<file path="src/hdl/skf_pkg.sv">
// Shared constants, types and control codes for the scalar Kalman filter core.
`timescale 1ns / 1ps
`default_nettype none

package skf_pkg;

   // Input sample and fixed-point scaling
   localparam int SAMPLE_BITS = 16;
   localparam int FRAC_BITS   = 16;

   // Fixed field widths
   localparam int EST_W     = 32;
   localparam int COV_W     = 32;
   localparam int NOISE_W   = 32;
   localparam int GAIN_FRAC = 16;
   localparam int GAIN_W    = GAIN_FRAC + 1;

   // Derived datapath widths
   localparam int SCALED_W = SAMPLE_BITS + FRAC_BITS;
   localparam int DIFF_W   = ((SCALED_W > EST_W) ? SCALED_W : EST_W) + 1;
   localparam int ACC_W    = DIFF_W + 1;
   localparam int CORR_W   = ACC_W + 1;
   localparam int SUM_W    = CORR_W + 1;

   // Gain of exactly 1.0 in Q1.16
   localparam logic [GAIN_W-1:0] GAIN_ONE = {1'b1, {GAIN_FRAC{1'b0}}};

   // Serial step counts
   localparam int DIV_STEPS = GAIN_FRAC;
   localparam int MUL_STEPS = GAIN_W;
   localparam int CNT_W     = $clog2(MUL_STEPS);

   // Register map
   localparam int CSR_IDX_W = 2;
   localparam logic [CSR_IDX_W-1:0] CSR_PROCESS_NOISE = 2'd0;
   localparam logic [CSR_IDX_W-1:0] CSR_MEASURE_NOISE = 2'd1;

   localparam logic [NOISE_W-1:0] PROCESS_NOISE_RESET = 32'd655;
   localparam logic [NOISE_W-1:0] MEASURE_NOISE_RESET = 32'd65536;

   // Sequencer strobes to the serial units
   typedef struct packed {
      logic load;
      logic step;
   } skf_ctrl_type;

endpackage

`default_nettype wire

</file>
<file path="src/hdl/skf_channels.sv">
// Valid/ready channel interfaces: sample request, result, register write.
`timescale 1ns / 1ps
`default_nettype none

interface skf_req_if import skf_pkg::*; ();
   logic                          valid;
   logic                          ready;
   logic signed [SAMPLE_BITS-1:0] sample;
   modport source (output valid, output sample, input ready);
   modport sink   (input valid, input sample, output ready);
endinterface

interface skf_rsp_if import skf_pkg::*; ();
   logic                    valid;
   logic                    ready;
   logic signed [EST_W-1:0] estimate;
   logic [GAIN_W-1:0]       gain;
   modport source (output valid, output estimate, output gain, input ready);
   modport sink   (input valid, input estimate, input gain, output ready);
endinterface

interface skf_csr_if import skf_pkg::*; ();
   logic                 valid;
   logic                 ready;
   logic [CSR_IDX_W-1:0] index;
   logic [NOISE_W-1:0]   data;
   modport source (output valid, output index, output data, input ready);
   modport sink   (input valid, input index, input data, output ready);
endinterface

`default_nettype wire

</file>
<file path="src/hdl/skf_gain_div.sv">
// Radix-2 restoring divider for the gain, one quotient bit per cycle.
`timescale 1ns / 1ps
`default_nettype none

module skf_gain_div import skf_pkg::*; (
   input  wire logic               clock,
   input  wire skf_ctrl_type       ctrl,
   input  wire logic [COV_W-1:0]   prior,
   input  wire logic [NOISE_W-1:0] measure_noise,
   output logic [GAIN_W-1:0]       gain
);

   logic [COV_W:0]     rem_ff, rem_in;
   logic [COV_W:0]     den_ff, den_in;
   logic [GAIN_FRAC-1:0] quo_ff, quo_in;
   logic               full_ff, full_in;

   logic [COV_W+1:0]   rem_shift;
   logic [COV_W+2:0]   diff;
   logic               fits;

   // Trial subtract of the doubled remainder; remainder stays below the divisor
   always_comb begin
      rem_shift = {rem_ff, 1'b0};
      diff      = {1'b0, rem_shift} - {2'b00, den_ff};
      fits      = !diff[COV_W+2];
   end

   always_comb begin
      rem_in  = rem_ff;
      den_in  = den_ff;
      quo_in  = quo_ff;
      full_in = full_ff;
      if (ctrl.load) begin
         // prior < prior + R whenever R is non-zero, so the top quotient bit is zero
         rem_in  = {1'b0, prior};
         den_in  = {1'b0, prior} + {1'b0, measure_noise};
         quo_in  = '0;
         full_in = (measure_noise == '0);
      end else if (ctrl.step) begin
         rem_in = fits ? diff[COV_W:0] : rem_shift[COV_W:0];
         quo_in = {quo_ff[GAIN_FRAC-2:0], fits};
      end
   end

   always_ff @(posedge clock) begin
      rem_ff  <= rem_in;
      den_ff  <= den_in;
      quo_ff  <= quo_in;
      full_ff <= full_in;
   end

   // Zero R gives a gain of one (also covers a zero denominator)
   assign gain = full_ff ? GAIN_ONE : {1'b0, quo_ff};

endmodule

`default_nettype wire

</file>
<file path="src/hdl/skf_update_mul.sv">
// Bit-serial shift-add multipliers for the estimate correction and the new covariance.
`timescale 1ns / 1ps
`default_nettype none

module skf_update_mul import skf_pkg::*; (
   input  wire logic                       clock,
   input  wire skf_ctrl_type               ctrl,
   input  wire logic signed [SCALED_W-1:0] scaled,
   input  wire logic signed [EST_W-1:0]    estimate,
   input  wire logic [COV_W-1:0]           prior,
   input  wire logic [GAIN_W-1:0]          gain,
   output logic signed [CORR_W-1:0]        correction,
   output logic [COV_W-1:0]                covariance
);

   logic signed [DIFF_W-1:0] diff_ff, diff_in;
   logic [GAIN_W-1:0]        mk_ff, mk_in;
   logic [GAIN_W-1:0]        gk_ff, gk_in;
   logic [COV_W-1:0]         prior_ff, prior_in;
   logic signed [ACC_W-1:0]  acc_e_ff, acc_e_in;
   logic [COV_W:0]           acc_p_ff, acc_p_in;
   logic                     lo_e_ff, lo_e_in;
   logic                     lo_p_ff, lo_p_in;

   logic signed [ACC_W-1:0]  add_e;
   logic [COV_W:0]           add_p;

   // Partial-product adds; accumulators stay within one bit of the multiplicand
   always_comb begin
      add_e = acc_e_ff + (mk_ff[0] ? ACC_W'(diff_ff) : ACC_W'(0));
      add_p = acc_p_ff + (gk_ff[0] ? {1'b0, prior_ff} : {(COV_W+1){1'b0}});
   end

   always_comb begin
      diff_in  = diff_ff;
      mk_in    = mk_ff;
      gk_in    = gk_ff;
      prior_in = prior_ff;
      acc_e_in = acc_e_ff;
      acc_p_in = acc_p_ff;
      lo_e_in  = lo_e_ff;
      lo_p_in  = lo_p_ff;
      if (ctrl.load) begin
         diff_in  = DIFF_W'(scaled) - DIFF_W'(estimate);
         mk_in    = gain;
         gk_in    = GAIN_ONE - gain;
         prior_in = prior;
         acc_e_in = '0;
         acc_p_in = '0;
         lo_e_in  = 1'b0;
         lo_p_in  = 1'b0;
      end else if (ctrl.step) begin
         // Shift right; the last bit shifted out is product bit GAIN_FRAC
         acc_e_in = {add_e[ACC_W-1], add_e[ACC_W-1:1]};
         lo_e_in  = add_e[0];
         acc_p_in = {1'b0, add_p[COV_W:1]};
         lo_p_in  = add_p[0];
         mk_in    = {1'b0, mk_ff[GAIN_W-1:1]};
         gk_in    = {1'b0, gk_ff[GAIN_W-1:1]};
      end
   end

   always_ff @(posedge clock) begin
      diff_ff  <= diff_in;
      mk_ff    <= mk_in;
      gk_ff    <= gk_in;
      prior_ff <= prior_in;
      acc_e_ff <= acc_e_in;
      acc_p_ff <= acc_p_in;
      lo_e_ff  <= lo_e_in;
      lo_p_ff  <= lo_p_in;
   end

   // Products shifted down by GAIN_FRAC, floor rounding for both signs
   assign correction = $signed({acc_e_ff, lo_e_ff});
   assign covariance = {acc_p_ff[COV_W-2:0], lo_p_ff};

endmodule

`default_nettype wire

</file>
<file path="src/hdl/scalar_kalman_filter_core.sv">
// Top level of the scalar Kalman filter: sequencer, state, registers and result stage.
//
//   Channel  Port     Direction  Payload                 Transfer
//   -------  -------  ---------  ----------------------  -------------------
//   request  req_bus  in         sample                  valid && ready
//   result   rsp_bus  out        estimate, gain          valid && ready
//   config   csr_bus  in         index, data             valid (ready tied 1)
//
// For one request, the prior covariance is registered on the accepting edge; then
// come a divider load, 16 divider steps (one gain bit each), a multiplier load, 17
// shift-add steps (one gain bit each) and the update. The next request is taken the
// cycle after the update. Reset is synchronous and active high; it restores both
// noise registers and clears the estimate and covariance. A stalled result holds
// in its output register while the next request is accepted; the update cycle
// waits for it.
`timescale 1ns / 1ps
`default_nettype none

module scalar_kalman_filter_core import skf_pkg::*; (
   input  wire logic   clock,
   input  wire logic   reset,
   skf_req_if.sink     req_bus,
   skf_rsp_if.source   rsp_bus,
   skf_csr_if.sink     csr_bus
);

   // Sequencer states
   localparam logic [2:0] ST_IDLE  = 3'd0;
   localparam logic [2:0] ST_PREP  = 3'd1;
   localparam logic [2:0] ST_DIV   = 3'd2;
   localparam logic [2:0] ST_SETUP = 3'd3;
   localparam logic [2:0] ST_MUL   = 3'd4;
   localparam logic [2:0] ST_DONE  = 3'd5;

   localparam logic [CNT_W-1:0] DIV_LAST = CNT_W'(DIV_STEPS - 1);
   localparam logic [CNT_W-1:0] MUL_LAST = CNT_W'(MUL_STEPS - 1);

   localparam logic signed [EST_W-1:0] EST_MAX = {1'b0, {(EST_W-1){1'b1}}};
   localparam logic signed [EST_W-1:0] EST_MIN = {1'b1, {(EST_W-1){1'b0}}};

   logic [2:0]                    state_ff, state_in;
   logic [CNT_W-1:0]              cnt_ff, cnt_in;
   logic [NOISE_W-1:0]            process_noise_ff, process_noise_in;
   logic [NOISE_W-1:0]            measure_noise_ff, measure_noise_in;
   logic signed [EST_W-1:0]       est_ff, est_in;
   logic [COV_W-1:0]              cov_ff, cov_in;
   logic signed [SAMPLE_BITS-1:0] sample_ff, sample_in;
   logic [COV_W-1:0]              prior_ff, prior_in;
   logic                          rsp_valid_ff, rsp_valid_in;
   logic signed [EST_W-1:0]       rsp_est_ff, rsp_est_in;
   logic [GAIN_W-1:0]             rsp_gain_ff, rsp_gain_in;

   skf_ctrl_type                  div_ctrl;
   skf_ctrl_type                  mul_ctrl;
   logic [GAIN_W-1:0]             gain;
   logic signed [CORR_W-1:0]      correction;
   logic [COV_W-1:0]              new_cov;
   logic signed [SCALED_W-1:0]    scaled;
   logic [COV_W:0]                prior_sum;
   logic [COV_W-1:0]              prior_sat;
   logic signed [SUM_W-1:0]       est_sum;
   logic signed [EST_W-1:0]       new_est;
   logic                          req_take;
   logic                          rsp_free;
   logic                          csr_take;

   // Handshakes
   assign req_bus.ready = (state_ff == ST_IDLE);
   assign csr_bus.ready = 1'b1;
   assign req_take      = req_bus.valid && req_bus.ready;
   assign csr_take      = csr_bus.valid;
   assign rsp_free      = !rsp_valid_ff || rsp_bus.ready;

   // Prior covariance, saturated
   always_comb begin
      prior_sum = {1'b0, cov_ff} + {1'b0, process_noise_ff};
      prior_sat = prior_sum[COV_W] ? {COV_W{1'b1}} : prior_sum[COV_W-1:0];
   end

   // Sample scaled into fixed point
   assign scaled = $signed({sample_ff, {FRAC_BITS{1'b0}}});

   // New estimate, saturated to the signed range
   always_comb begin
      est_sum = SUM_W'(est_ff) + SUM_W'(correction);
      if (!est_sum[SUM_W-1] && (est_sum[SUM_W-2:EST_W-1] != '0)) begin
         new_est = EST_MAX;
      end else if (est_sum[SUM_W-1] && (est_sum[SUM_W-2:EST_W-1] != '1)) begin
         new_est = EST_MIN;
      end else begin
         new_est = est_sum[EST_W-1:0];
      end
   end

   // Strobes to the serial units
   always_comb begin
      div_ctrl.load = (state_ff == ST_PREP);
      div_ctrl.step = (state_ff == ST_DIV);
      mul_ctrl.load = (state_ff == ST_SETUP);
      mul_ctrl.step = (state_ff == ST_MUL);
   end

   // Sequencer, state update and result register
   always_comb begin
      state_in         = state_ff;
      cnt_in           = cnt_ff;
      process_noise_in = process_noise_ff;
      measure_noise_in = measure_noise_ff;
      est_in           = est_ff;
      cov_in           = cov_ff;
      sample_in        = sample_ff;
      prior_in         = prior_ff;
      rsp_valid_in     = rsp_valid_ff && !rsp_bus.ready;
      rsp_est_in       = rsp_est_ff;
      rsp_gain_in      = rsp_gain_ff;

      unique case (state_ff)
         ST_IDLE: begin
            if (req_take) begin
               sample_in = req_bus.sample;
               prior_in  = prior_sat;
               state_in  = ST_PREP;
            end
         end
         ST_PREP: begin
            cnt_in   = '0;
            state_in = ST_DIV;
         end
         ST_DIV: begin
            cnt_in = cnt_ff + 1'b1;
            if (cnt_ff == DIV_LAST) begin
               state_in = ST_SETUP;
            end
         end
         ST_SETUP: begin
            cnt_in   = '0;
            state_in = ST_MUL;
         end
         ST_MUL: begin
            cnt_in = cnt_ff + 1'b1;
            if (cnt_ff == MUL_LAST) begin
               state_in = ST_DONE;
            end
         end
         ST_DONE: begin
            if (rsp_free) begin
               est_in       = new_est;
               cov_in       = new_cov;
               rsp_valid_in = 1'b1;
               rsp_est_in   = new_est;
               rsp_gain_in  = gain;
               state_in     = ST_IDLE;
            end
         end
         default: begin
            state_in = ST_IDLE;
         end
      endcase

      // Register writes; any known register also clears the filter state
      if (csr_take) begin
         priority case (csr_bus.index)
            CSR_PROCESS_NOISE: begin
               process_noise_in = csr_bus.data;
               est_in           = '0;
               cov_in           = '0;
            end
            CSR_MEASURE_NOISE: begin
               measure_noise_in = csr_bus.data;
               est_in           = '0;
               cov_in           = '0;
            end
            default: begin
            end
         endcase
      end
   end

   always_ff @(posedge clock) begin
      if (reset) begin
         state_ff         <= ST_IDLE;
         cnt_ff           <= '0;
         process_noise_ff <= PROCESS_NOISE_RESET;
         measure_noise_ff <= MEASURE_NOISE_RESET;
         est_ff           <= '0;
         cov_ff           <= '0;
         rsp_valid_ff     <= 1'b0;
      end else begin
         state_ff         <= state_in;
         cnt_ff           <= cnt_in;
         process_noise_ff <= process_noise_in;
         measure_noise_ff <= measure_noise_in;
         est_ff           <= est_in;
         cov_ff           <= cov_in;
         rsp_valid_ff     <= rsp_valid_in;
      end
   end

   always_ff @(posedge clock) begin
      sample_ff   <= sample_in;
      prior_ff    <= prior_in;
      rsp_est_ff  <= rsp_est_in;
      rsp_gain_ff <= rsp_gain_in;
   end

   assign rsp_bus.valid    = rsp_valid_ff;
   assign rsp_bus.estimate = rsp_est_ff;
   assign rsp_bus.gain     = rsp_gain_ff;

   skf_gain_div u_gain_div (
      .clock         (clock),
      .ctrl          (div_ctrl),
      .prior         (prior_ff),
      .measure_noise (measure_noise_ff),
      .gain          (gain)
   );

   skf_update_mul u_update_mul (
      .clock      (clock),
      .ctrl       (mul_ctrl),
      .scaled     (scaled),
      .estimate   (est_ff),
      .prior      (prior_ff),
      .gain       (gain),
      .correction (correction),
      .covariance (new_cov)
   );

endmodule

`default_nettype wire

</file>
<file path="src/flat_wrapper.sv">
// flat-port wrapper written by rule: the top's interface ports become plain ports
module scalar_kalman_filter_core_flat import skf_pkg::*;
  (clock, reset, req_bus_valid, req_bus_sample, req_bus_ready, rsp_bus_valid, rsp_bus_estimate, rsp_bus_gain, rsp_bus_ready, csr_bus_valid, csr_bus_index, csr_bus_data, csr_bus_ready);
  skf_req_if req_bus_i ();
  skf_rsp_if rsp_bus_i ();
  skf_csr_if csr_bus_i ();
  input  wire logic clock;
  input  wire logic reset;
  input wire logic [$bits(req_bus_i.valid)-1:0] req_bus_valid;
  input wire logic [$bits(req_bus_i.sample)-1:0] req_bus_sample;
  output wire logic [$bits(req_bus_i.ready)-1:0] req_bus_ready;
  output wire logic [$bits(rsp_bus_i.valid)-1:0] rsp_bus_valid;
  output wire logic [$bits(rsp_bus_i.estimate)-1:0] rsp_bus_estimate;
  output wire logic [$bits(rsp_bus_i.gain)-1:0] rsp_bus_gain;
  input wire logic [$bits(rsp_bus_i.ready)-1:0] rsp_bus_ready;
  input wire logic [$bits(csr_bus_i.valid)-1:0] csr_bus_valid;
  input wire logic [$bits(csr_bus_i.index)-1:0] csr_bus_index;
  input wire logic [$bits(csr_bus_i.data)-1:0] csr_bus_data;
  output wire logic [$bits(csr_bus_i.ready)-1:0] csr_bus_ready;
  assign req_bus_i.valid = req_bus_valid;
  assign req_bus_i.sample = req_bus_sample;
  assign req_bus_ready = req_bus_i.ready;
  assign rsp_bus_valid = rsp_bus_i.valid;
  assign rsp_bus_estimate = rsp_bus_i.estimate;
  assign rsp_bus_gain = rsp_bus_i.gain;
  assign rsp_bus_i.ready = rsp_bus_ready;
  assign csr_bus_i.valid = csr_bus_valid;
  assign csr_bus_i.index = csr_bus_index;
  assign csr_bus_i.data = csr_bus_data;
  assign csr_bus_ready = csr_bus_i.ready;
  scalar_kalman_filter_core u_core (.clock(clock), .reset(reset), .req_bus(req_bus_i), .rsp_bus(rsp_bus_i), .csr_bus(csr_bus_i));
endmodule
</file>
<file path="config.mk">
export PLATFORM = sky130hd
export DESIGN_NAME = scalar_kalman_filter_core_flat
export DESIGN_NICKNAME = d
export VERILOG_FILES = /design/src/hdl/skf_pkg.sv /design/src/hdl/skf_channels.sv /design/src/hdl/skf_gain_div.sv /design/src/hdl/skf_update_mul.sv /design/src/hdl/scalar_kalman_filter_core.sv /design/src/flat_wrapper.sv
export SDC_FILE = /design/constraint.sdc
export NUM_CORES = 1
export LEC_CHECK = 0
export ABC_CLOCK_PERIOD_IN_PS = 4000
export BUFFER_PORTS_ARGS = -buffer_cell sky130_fd_sc_hd__buf_4
export CELL_PAD_IN_SITES_DETAIL_PLACEMENT = 0
export CELL_PAD_IN_SITES_GLOBAL_PLACEMENT = 1
export CORE_ASPECT_RATIO = 0.6
export CORE_MARGIN = 2
export CORE_UTILIZATION = 30
export CTS_CLUSTER_DIAMETER = 80
export DETAILED_ROUTE_END_ITERATION = 16
export GPL_TIMING_DRIVEN = 0
export PLACE_DENSITY = 0.52
export SYNTH_ARGS = -nofsm -noshare
export SYNTH_HDL_FRONTEND = slang
export SYNTH_SLANG_ARGS = --single-unit
</file>
<file path="constraint.sdc">
create_clock -name clock -period 4 [get_ports clock]
set_clock_uncertainty 0.2 [all_clocks]
set_input_delay 1 -clock clock [delete_from_list [all_inputs] [get_ports clock]]
set_output_delay 1 -clock clock [all_outputs]
set_load 0.03 [all_outputs]
</file>
## Word-level counts from Yosys, hierarchy flattened

Index checks and enable logic that the tools add are counted.

- Input port bits: 55
- Word-level logic and storage cells: 98
- Output and inout bits: 52
- Flip-flop bits (word level): 483

- Mux-type cells: 28
- Reductions and logical operators: 24
- Equal/unequal tests: 13
- Add/subtract/negate cells: 9

Operator list:

| kind | count |
|---|---|
| $mux W32 | 13 |
| $add A32 B32 Y33 | 3 |
| $mux W17 | 5 |
| $add A32 B34 Y35 | 1 |
| $sub A34 B33 Y35 | 1 |
| $add A33 B34 Y34 | 1 |
| $mux W34 | 1 |
| $mux W33 | 1 |
| $sub A32 B32 Y33 | 1 |
| $logic_not A32 Y1 | 1 |
| $pmux W3 S6 | 1 |
| $sub A17 B17 Y17 const A | 1 |
| $mux W3 | 4 |
| $pmux W5 S2 | 1 |
| $reduce_and A2 Y1 | 4 |
| $eq A3 B2 Y1 const B | 2 |
| $eq A3 B3 Y1 const B | 2 |
| $ne A2 B2 Y1 const B | 3 |
| $reduce_bool A2 Y1 | 3 |
| $reduce_or A2 Y1 | 3 |
| $add A5 B1 Y5 const B | 1 |
| $eq A5 B4 Y1 const B | 1 |
| $eq A5 B5 Y1 const B | 1 |
| $logic_and A1 B1 Y1 | 4 |
| 11 further kinds | 15 |

## Longest topological paths before layout

- Depth in word-level cells: 9
- Mapped depth: 15
- Mapped depth without buffers: 14

## Hierarchy

Synthesis repeated with hierarchy kept, for this count alone.

- Cells, all modules: 3271
- Area, all modules: 30458.0 µm²

By module, submodules not included:

| module | cells an instance | instances | sequential area each (µm²) | area each (µm²) |
|---|---|---|---|---|
| scalar_kalman_filter_core | 1300 | 1 | 5655.4 | 12051.6 |
| skf_update_mul | 1220 | 1 | 4314.1 | 11531.1 |
| skf_gain_div | 751 | 1 | 2322.2 | 6875.3 |

## Worst setup path before layout

OpenSTA, ideal clock, no wires.

- Path type: input to register
- Start: input rsp_bus_ready
- End: register u_core.rsp_est_ff[0] (netlist: u_core.rsp_bus.estimate[0]), enable pin
- Data arrival time: 2.992 ns
- Slack: 0.376 ns
- Setup time: 0.432 ns
- Stages: 4
- Path buffers: 1
- Cell sequence: nand2b_1 > nand3_1 > inv_1 > clkbuf_1

- Cells in the longest elaborated chain, start to end: 2

RTL lines:

| element | RTL line | source |
|---|---|---|
| start, declared | flat_wrapper.sv:15 | `input wire logic [$bits(rsp_bus_i.ready)-1:0] rsp_bus_ready;` |
| $logic_or A1 B1 Y1 | scalar_kalman_filter_core.sv:72 | `assign rsp_free = !rsp_valid_ff \|\| rsp_bus.ready;` |
| $reduce_and A2 Y1 (no source line) | - |  |
| end signal, assigned | scalar_kalman_filter_core.sv:202 | `rsp_est_ff <= rsp_est_in;` |
| end, declared | scalar_kalman_filter_core.sv:50 | `logic signed [EST_W-1:0] rsp_est_ff, rsp_est_in;` |

Every way passes these cells.
A chain may end at the register's enable or synchronous reset.

## Worst setup path in the final report

- Start: register u_core.u_gain_div.rem_ff[1]
- End: register u_core.u_gain_div.rem_ff[4] (data pin)

- Cells in the longest elaborated chain, start to end: 4

RTL lines:

| element | RTL line | source |
|---|---|---|
| start, declared | skf_gain_div.sv:13 | `logic [COV_W:0] rem_ff, rem_in;` |
| start signal, assigned | skf_gain_div.sv:47 | `rem_ff <= rem_in;` |
| $sub A34 B33 Y35 | skf_gain_div.sv:25 | `diff = {1'b0, rem_shift} - {2'b00, den_ff};` |
| $mux W33 | skf_gain_div.sv:41 | `rem_in = fits ? diff[COV_W:0] : rem_shift[COV_W:0];` |
| $mux W32 | skf_gain_div.sv:40 | `end else if (ctrl.step) begin` |
| $mux W32 | skf_gain_div.sv:34 | `if (ctrl.load) begin` |
| net u_core.u_gain_div.rem_in[4] | skf_gain_div.sv:13 |  |

The timed path passes the listed nets, and every way through them passes these cells. The select of a mux whose other input is x is not followed.

==> impl_metrics.tcl <==
set metrics [dict create \
    dp_hpwl_um 77300 \
    finalHoldViolCount 0 \
    place_ws_ns -1.05 \
    fp.coreArea_um2 94400 \
    grt_max_degree 59 \
    slowest_delay_ns 0.45 \
    synth.ff_latch_count 483 \
    ys_top_cells_by_area "edfxtp_1 27%, dfxtp_1 15%, ha_1 9.4%" \
    ys_seq_area_share_pct 42.9 \
    worstPathBufferInverterCount 1 \
    detailroute.via_count 24000 \
    globalRouteTotalUtil_pct 19.4 \
    fin_cells 4643 \
    number_of_distinct_library_cells_after_synthesis 88 \
    yosys_warning_total 0 \
    timing.critical_path.arrival_ns 4.05 \
    cts.path.max_buffers 3 \
    period_needed_ns 3.92 \
    dr.pass1.iters 5 \
    postLayoutCoreUtil_pct 36.1 \
    final_design_area_no_fill_um2 34100 \
    cts_hold_buf 0 \
    cell_taking_the_most_area_after_synthesis "edfxtp_1" \
    rsz0062_at_grt "yes" \
    fill_cells 9609 \
    worstSetupEndpointType "flip-flop" \
    fp.dieW_um 403 \
    count_of_flip_flops_with_a_built_in_enable_after_synthesis 262 \
    syn_avg_cell_area_um2 9.09 \
    run_status "completed" \
    tritoncts "built" \
    yosysMostFrequentCell "nand2_1" \
    synth_ff_type "edfxtp_1" \
    cellPowerDensity_nw_per_um2 627 \
    start_util_pct 30.4 \
    global_route.overflow_total 0 \
    hold_slack_ns 0.255 \
    cts.root.buffer_cell "clkbuf_16" \
    critical_path_peak_fanout 10 \
    detail_route.iter0.violations 1907 \
    routed_wire_length_um 97900 \
    syn_area_um2 28700 \
    cp.required_ns 4.13 \
    detail_route.drc_violations 0 \
    routed_via_density 5.17 \
    cts.sink_count 483 \
    design.die.area_um2 98200 \
    synthTopCellsByCount "506 x nand2_1, 329 x a21oi_1, 262 x edfxtp_1" \
    first_global_vias 22600 \
    synthToLayoutAreaGrowth_pct 18.8 \
    holdCritPathClass "flip-flop to flip-flop" \
    grt_first_pass_wirelength_um 145000 \
    worst_slack_ns 0.0802 \
    slew_violations 0 \
    cts.clk_slew.worst_paths_ns 0.06 \
    layout-drive-gt1-share_pct 11.8 \
    ctsHtreeMaxLevel 2 \
    finish.net_count 3627 \
    maxCapViolCount 0 \
    yosys.area.top_type_share_pct 27.4 \
    gate_count_post_synth 3156 \
    slew_at_the_pin_closest_to_its_max_slew_limit_ns 1.29 \
    io_pins 107 \
    total_leakage_power_nw 13.9 \
    post-place-cells 4512 \
    critical_path_class "flip-flop to flip-flop" \
    irDropWorstVdd_v 0.000292 \
    cp_cell_sequence "ha_4 > nor2b_2 > o31a_1 > o41a_1 > a21oi_2 > or2_4 > a211o_4 > o31ai_4 > a21oi_4 > buf_4 > mux2i_4 > a21oi_1" \
    antenna_violations_before_repair 3 \
    critical-path-top-delay-family "compound AO/OA/AOI/OAI gates" \
    synth.net_count 3433 \
    synth-async-reset-ratio_pct 0 \
    place.port_buffers 105 \
    relSlewSlack_pct 14.2 \
    clkLatencyLatePin_ns 0.63 \
    post_route_antenna_net_violation_count 0 \
    cp_slowest_cell "edfxtp_1" \
    number_of_failing_setup_endpoints_in_the_final_timing_report 0 \
    tritoncts.num_buffers 53 \
    gp_congestion 0.898 \
    layout_worst_path_cycle_share_pct 98.0 \
    rows 87 \
    setup.worst_path.start_class "flip-flop" \
    routedWlPerCell_um 21.1 \
    dpl_cell_area_um2 31200 \
    chipHeight_um 244 \
    fmax_mhz 255 \
]
==> per-layer routing <==
layer  GRT usage [%]  wire, um  up-vias
met3            3.85      6390       87
li1                -         -    11800
met5               0         0        -
met4            3.66      1460        0
met1            33.3     55500    11600
met2            23.7     34500      586
==> stage by stage <==
step | setup TNS [ns] | power [W]
2_1_floorplan | 0 | 0.0130
3_3_place_gp | -381.17 | 0.0154
3_5_place_dp | -150.30 | 0.0155
4_1_cts | 0 | 0.0212
5_1_grt | -0.731 | 0.0228
6_report | 0 | 0.0214
==> where the power goes <==
group,total [W],internal (W),switching [W]
combinational,0.00892,0.00346,0.00545
sequential,0.00718,0.00654,0.000637
clock,0.00528,0.00305,0.00222
==> cell type report <==
type                    instances  area (um2)  share of cell area (%)
flip-flops and latches        483       12300                    36.1
diodes                          2        5.00                  0.0147
repair inverters                1        5.00                  0.0147
plain buffers                 120         597                    1.75
well taps                    1246        1560                    4.58
clock inverters                29         304                   0.892
repair buffers                139        1170                    3.44
clock buffers                  71        1520                    4.46
inverters                     155         587                    1.72
multi-input cells            2397       16000                    47.0
==> flip-flops by register name, indices dropped and copies added (netlist names), 3 cells and up <==
name	flops
u_core.u_gain_div.quo_ff	16
u_core.sample_ff	16
u_core.process_noise_ff	32
u_core.measure_noise_ff	32
u_core.u_update_mul.prior_ff	32
u_core.u_update_mul.diff_ff	33
u_core.u_gain_div.rem_ff	33
u_core.cov_ff	32
u_core.u_gain_div.den_ff	33
u_core.rsp_bus.gain	17
u_core.cnt_ff	5
u_core.u_update_mul.gk_ff	17
u_core.state_ff	3
u_core.u_update_mul.mk_ff	17
u_core.est_ff	32
u_core.rsp_bus.estimate	32
u_core.u_update_mul.acc_p_ff	32
u_core.u_update_mul.acc_e_ff	33
u_core.prior_ff	32
==> worst paths after layout <==
check	start	to	slack, ns	depth (start not counted)
max	u_core.u_gain_div.rem_ff[1]$_DFFE_PP_	u_core.u_gain_div.rem_ff[4]$_DFFE_PP_	0.08	12
min	u_core.u_update_mul.lo_p_ff$_SDFFE_PP0P_	u_core.u_update_mul.lo_p_ff$_SDFFE_PP0P_	0.26	2
max reg2reg	u_core.u_gain_div.rem_ff[1]$_DFFE_PP_	u_core.u_gain_div.rem_ff[4]$_DFFE_PP_	0.08	12
min reg2reg	u_core.u_update_mul.lo_p_ff$_SDFFE_PP0P_	u_core.u_update_mul.lo_p_ff$_SDFFE_PP0P_	0.26	2
==> logic make-up (layout without fill, tap and decap cells) <==
| group | count (synthesis) | after routing | share of synthesized area (%) |
|---|---|---|---|
| AND/OR/NAND/NOR | 1070 | 1070 | 17.0 |
| AO/OA/AOI/OAI | 892 | 892 | 19.9 |
| flip-flops | 483 | 483 | 42.9 |
| buffers and inverters | 276 | 515 | 3.73 |
| adder cells (fa/ha/maj) | 222 | 222 | 9.84 |
| XOR/XNOR | 180 | 180 | 5.50 |
| multiplexers | 32 | 32 | 1.13 |
| other | 1 | 3 | 0.0131 |
==> worst register-to-register path: stages (launching register included) <==
cell,delay (ns)
edfxtp_1,0.45
ha_4,0.29
nor2b_2,0.16
o31a_1,0.28
o41a_1,0.45
a21oi_2,0.24
or2_4,0.21
a211o_4,0.20
o31ai_4,0.10
a21oi_4,0.28
buf_4,0.35
mux2i_4,0.33
a21oi_1,0.10
==> placed cells by master (no fill, tap or decap), drive strengths merged, types with 25 or more instances in the layout <==
cell and instances:
nand2b 36, a221oi 28, a211oi 31, and3 25
xor2 63, clkbuf 166, inv 155, and2 79
nand2 506, edfxtp 262, o21ai 194, nor3 39
o21bai 26, buf 164, a21oi 331, a21o 84
ha 216, o21a 33, dfxtp 221, nand4 25
mux2i 29, nor2b 30, nand3 58, xnor2 117
nor2 190
==> what timing repair did <==
item	in CTS	in global routing
endpoints found under the setup margin	244	150
pin swaps	19	30
hold endpoints to repair	0	0
setup buffers	18	10
cloned	1	0
gates resized for setup	91	92
Note: power is estimated with default switching activity, not from simulation.
